File: src/rtl/core/fbb_pkg.sv
// ----------------------------------------------------------------------------
// fbb_pkg
// widths, constants and control types of the fractional box blur line
// ----------------------------------------------------------------------------
package fbb_pkg;

  localparam int unsigned MAX_RADIUS_DEF = 510;

  localparam int unsigned PIXEL_W  = 8;
  localparam int unsigned RADIUS_W = 9;
  localparam int unsigned FRAC_W   = 4;
  localparam int unsigned SUM_W    = 18;
  localparam int unsigned FILL_W   = 11;
  localparam int unsigned SPAN_W   = RADIUS_W + 1;
  localparam int unsigned RECIP_W  = 17;
  localparam int unsigned DIV_W    = 15;
  localparam int unsigned NUM_W    = 21;
  localparam int unsigned ACC_W    = 22;
  localparam int unsigned PROD_W   = ACC_W + RECIP_W;
  localparam int unsigned Q_SHIFT  = 20;
  localparam int unsigned WEIGHT_SHIFT = 4;

  localparam int unsigned ONE_Q20 = 1048576;

  localparam int unsigned RESET_RADIUS = 10;

  localparam int unsigned CFG_IDX_W  = 2;
  localparam int unsigned CFG_DATA_W = 9;

  localparam logic [CFG_IDX_W-1:0] REG_RADIUS   = 2'd0;
  localparam logic [CFG_IDX_W-1:0] REG_FRACTION = 2'd1;
  localparam logic [CFG_IDX_W-1:0] REG_ROUND    = 2'd2;

  typedef struct packed {
    logic accept;
    logic mem_rd;
    logic acc_step;
    logic mul_step;
    logic out_load;
    logic cfg_we;
    logic div_start;
  } dp_cmd_t;

  typedef struct packed {
    logic emit;
    logic out_free;
    logic div_done;
  } dp_status_t;

endpackage

File: src/rtl/core/fbb_ctrl.sv
// ----------------------------------------------------------------------------
// fbb_ctrl
// sequencer for sample processing and reciprocal recompute
// ----------------------------------------------------------------------------
module fbb_ctrl (
  input  logic                          clk_i,
  input  logic                          rst_ni,
  input  logic                          in_valid_i,
  output logic                          in_stall_o,
  input  logic                          cfg_valid_i,
  output logic                          cfg_ready_o,
  input  logic [fbb_pkg::CFG_IDX_W-1:0] cfg_index_i,
  input  fbb_pkg::dp_status_t           status_i,
  output fbb_pkg::dp_cmd_t              cmd_o
);
  import fbb_pkg::*;

  typedef enum logic [6:0] {
    S_IDLE   = 7'b0000001,
    S_DSTART = 7'b0000010,
    S_DWAIT  = 7'b0000100,
    S_RD     = 7'b0001000,
    S_ACC    = 7'b0010000,
    S_MUL    = 7'b0100000,
    S_EMIT   = 7'b1000000
  } state_e;

  state_e state_q, state_d;
  logic   idx_ok;

  assign idx_ok = (cfg_index_i == REG_RADIUS) || (cfg_index_i == REG_FRACTION) ||
                  (cfg_index_i == REG_ROUND);

  always_comb begin
    state_d = state_q;
    cmd_o   = '0;
    case (state_q)
      S_IDLE: begin
        if (cfg_valid_i) begin
          cmd_o.cfg_we = 1'b1;
          if (idx_ok) begin
            state_d = S_DSTART;
          end
        end else if (in_valid_i) begin
          cmd_o.accept = 1'b1;
          state_d      = S_RD;
        end
      end
      S_DSTART: begin
        cmd_o.div_start = 1'b1;
        state_d         = S_DWAIT;
      end
      S_DWAIT: begin
        if (status_i.div_done) begin
          state_d = S_IDLE;
        end
      end
      S_RD: begin
        cmd_o.mem_rd = 1'b1;
        state_d      = S_ACC;
      end
      S_ACC: begin
        cmd_o.acc_step = 1'b1;
        state_d        = S_MUL;
      end
      S_MUL: begin
        cmd_o.mul_step = 1'b1;
        state_d        = S_EMIT;
      end
      S_EMIT: begin
        if (!status_i.emit) begin
          state_d = S_IDLE;
        end else if (status_i.out_free) begin
          cmd_o.out_load = 1'b1;
          state_d        = S_IDLE;
        end
      end
      default: begin
        state_d = S_IDLE;
      end
    endcase
  end

  always_ff @(posedge clk_i or negedge rst_ni) begin
    if (!rst_ni) begin
      state_q <= S_IDLE;
    end else begin
      state_q <= state_d;
    end
  end

  // configuration wins when both channels present a beat in idle
  assign cfg_ready_o = (state_q == S_IDLE);
  assign in_stall_o  = (state_q != S_IDLE) || cfg_valid_i;

endmodule

File: config.mk
export PLATFORM = sky130hd
export DESIGN_NAME = fbb_ctrl
export DESIGN_NICKNAME = d
export VERILOG_FILES = /design/src/rtl/core/fbb_pkg.sv /design/src/rtl/core/fbb_ctrl.sv
export SDC_FILE = /design/constraint.sdc
export NUM_CORES = 1
export LEC_CHECK = 0
export ABC_CLOCK_PERIOD_IN_PS = 1600
export BUFFER_PORTS_ARGS = -buffer_cell sky130_fd_sc_hd__clkbuf_2
export CAP_MARGIN = 0
export CELL_PAD_IN_SITES_DETAIL_PLACEMENT = 1
export CELL_PAD_IN_SITES_GLOBAL_PLACEMENT = 1
export CORE_ASPECT_RATIO = 0.9
export CORE_UTILIZATION = 29
export DETAILED_ROUTE_END_ITERATION = 8
export PLACE_DENSITY_LB_ADDON = 0.1
export SLEW_MARGIN = 20
export SYNTH_ARGS = -nofsm -noshare
export SYNTH_HDL_FRONTEND = slang
export SYNTH_SLANG_ARGS = --single-unit
export TNS_END_PERCENT = 100
File: constraint.sdc
create_clock -name clk_i -period 1.6 [get_ports clk_i]
set_input_delay 0.32 -clock clk_i [delete_from_list [all_inputs] [get_ports clk_i]]
set_output_delay 0.32 -clock clk_i [all_outputs]
set_load 0.02 [all_outputs]
# Yosys cells after proc, flatten, opt, wreduce, memory -nomap -nowiden
# Cells that the tools add are included.
# totals
ff_bits	7
input_bits	9
output_inout_bits	9
wordCells	39
# op_classes
eq_ne	14
muxes	19
n_reduce_logical	5
# ops
op	n
$pmux W7 S7	1
$mux W7	6
$mux W1	12
$eq A7 B1 Y1 const B	1
$eq A7 B2 Y1 const B	1
$eq A7 B3 Y1 const B	1
$eq A7 B4 Y1 const B	1
$eq A7 B5 Y1 const B	1
$eq A7 B6 Y1 const B	1
$eq A7 B7 Y1 const B	1
$ne A7 B1 Y1 const B	1
$ne A3 B3 Y1 const B	2
$reduce_and A4 Y1	1
$logic_or A1 B1 Y1	3
$ne A3 B2 Y1 const B	1
$eq A2 B1 Y1 const B	1
$eq A2 B2 Y1 const B	1
$logic_not A2 Y1	1
$ne A2 B2 Y1 const B	1

# Logic depth before layout (Yosys ltp)
# depth
ltp_word	6
depth_mapped	5
depth_no_buf	4

# Least setup slack after synthesis
# No wires, ideal clock.
# synth_path
path_kind	reg-to-output
startpoint	reg state_q[0]
endpoint	out cmd_o[6] (netlist bit)
arrival_ns	1.984
t_required_ns	1.280
setup_slack_ns	-0.704
path_stages_with_launch	5
path_buffers	0
path_cell_list	dfstp_2 or4b_4 nor4_4 nand2b_1 nor2_1
# synth_rtl
element	line	text
from (decl)	fbb_ctrl.sv:28	state_e state_q, state_d;
from (signal assigned)	fbb_ctrl.sv:88	state_q <= state_d;
to (decl)	fbb_ctrl.sv:14	output fbb_pkg::dp_cmd_t cmd_o

==> impl_metrics.ini <==
[outcome]
status = finished with violations
violations = negative setup slack

[final_layout]
drive_gt1_frac = 0.670
reg.largest.list = state_q (7)
largest_reg_flops = 7
top_register = state_q
syn_to_final_growth_pct = 110
finalNetCount = 104
n_antenna_cell = 0

[floorplan]
die_h_um = 40.1
die_x_um = 44.3
design.die.area_mm2 = 0.00177
start_util = 0.315
core_area_mm2 = 0.00148
io_pins = 18
num_rows = 13

[synth]
netlist_area_um2 = 467
yosys.area.top_type_share = 0.322
yosysSeqAreaShare = 0.378
synthTopCellsByArea = dfrtp_1 32%, dfstp_2 5.6%, nor2_1 5.6%, and3_1 5.4%, nor4_1 5.4%
avgSynthCellArea_um2 = 8.81
async_flop_share = 1.00
synth_cell_types = 26
yosysTopAreaCell = dfrtp_1
synth_edf_count = 0
synthTopCellsByCount = 7 x nor2_1, 6 x dfrtp_1, 4 x and3_1, 4 x nor4_1
synthFlopType = dfrtp_1
yosysMostFrequentCell = nor2_1
yosys_warnings = 0
syn-instance-count = 53
synth_seq_cells = 7
synth_fp_nets = 62

[clock_network]
cts.sink_count = 7
cts_made_buffers = 3
h-tree-depth = 1
cts_root_buffer = clkbuf_4
tritoncts = done
worstSkewPairLatency_ps = 250
clk_path_buf_depth = 2
path_clk_slew_ps = 60

[power_and_ir_drop]
irDropWorstVdd_mv = 1.15
leakage_nw = 0.445
p_per_area_mw_per_mm2 = 1720
p_total_w = 0.00169

[global_routing]
grt_pass1_wl_um = 2650
gr-usage-met2 = 0.434
grt_max_degree = 9
met3_usage = 0.0631
top_usage_layer = met2
antenna_found_initial = 0
overflow = 0
use_met1 = 0.221
grt_pass1_vias = 591
grtUsageTotal = 0.219

[setup_path]
crit_arrival_ps = 1850
max_stage_delay_ps = 530
cp_slowest_cell = dfstp_2
start_kind = flop
worstPathCellList = or4b_4, nor4_4, buf_4, nand2b_4, nor2_4, buf_8
path_delay_family = simple AND/OR/NAND/NOR gates
cp_max_fo = 4
crit_buf_inv = 2
worstPathRequired_ps = 1280
crit_type = flop to output pin
crit_path_end_kind = output pin

[min_path]
hold_class = input port to flop

[timing]
layout_setup_ws_ps = -566
rsz0062_at_grt = yes
fin_skew_ps = 2.74
hold_viol = 0
relSlewSlack = 0.812
min_period_ps = 2170
whs_ps = 265
worstMarginPinSlew_ps = 280
min_period_over_period = 1.35
setup_viol = 12
fmax_mhz = 462
maxSlewViolCount = 0

[drt]
drt_wl_total_um = 1740
viasPerCell = 4.81
drtPass1Iterations = 2
ant_nets = 0
via_count = 558
wl_per_cell_um = 15.0
drtIter0Drc = 3
drc = 0

[placed_design]
preCtsSetupSlack_ps = -357
hpwlAfterDp_um = 1070
io_buffers = 17
gp_congestion = 0.734

[flow_run]
max_cap_violations = 0
[what timing repair did]
item | CTS | global route
resized for setup | 24 | 25
pin swaps | 6 | 4
endpoints found under the hold margin | 6 | 0
buffers inserted | 7 | 5
endpoints found under the setup margin | 12 | 13
hold buffers | 1 | 0
[placed cells by master (no fill, tap or decap), drive strengths merged, types with 2 or more instances in the layout]
| cell type | instances |
|---|---|
| buf | 32 |
| clkbuf | 12 |
| nor2 | 7 |
| dfrtp | 6 |
| nor4 | 5 |
| and3 | 4 |
| inv | 3 |
| o21ai | 3 |
| nand2b | 3 |
| nand2 | 2 |
| a21oi | 2 |
| nor3 | 2 |
[power breakdown]
part	leakage, nW	switching [W]	internal, W
Sequential	0.0929	0.0000295	0.000227
Combinational	0.338	0.000541	0.000722
Clock	0.0150	0.0000703	0.0000955
Total	0.445	0.000641	0.00104
[cells by family (layout without fill, tap and decap cells)]
family                 after synthesis  after routing  share of synthesized area
flip-flops                           7              7                      0.378
AND/OR/NAND/NOR                     29             29                      0.389
XOR/XNOR                             1              1                     0.0188
buffers and inverters                7             48                     0.0804
AO/OA/AOI/OAI                        9              9                      0.134
[final timing paths]
check	startpoint	endpoint	slack [ps]	cells after the start
setup / recovery	state_q[0]	cmd_o[6]	-570	6
hold / removal	cfg_index_i[1]	state_q[1]	260	2
setup reg to reg	state_q[0]	state_q[3]	-280	8
hold reg to reg	state_q[4]	state_q[5]	750	2
max in group asynchronous	rst_ni	state_q[0]	900	2
min in group asynchronous	rst_ni	state_q[4]	460	2
[metrics by stage]
stage	instance area (um2)	instances	TNS, ps	utilization
after floorplan	510	53	-2340	-
after global placement	694	101	-1890	0.469
after detailed placement	694	101	-2200	0.469
after CTS	890	113	-4640	0.601
after global routing	981	116	-5170	0.663
final	981	116	-4520	0.663
[final cells by class]
type | instances | area, um2
clock buffers | 4 | 26.3
fillers | 163 | 499
well taps | 22 | 27.5
flip-flops and latches | 7 | 176
repair buffers | 41 | 363
multi-input cells | 39 | 377
inverters | 3 | 11.3
[per-layer routing]
layer	part of all wire	vias up
met4	0.0098	0
met2	0.56	16
met5	0	-
met1	0.38	265
li1	-	275
met3	0.043	2
Power figures use the tool's default switching activity.
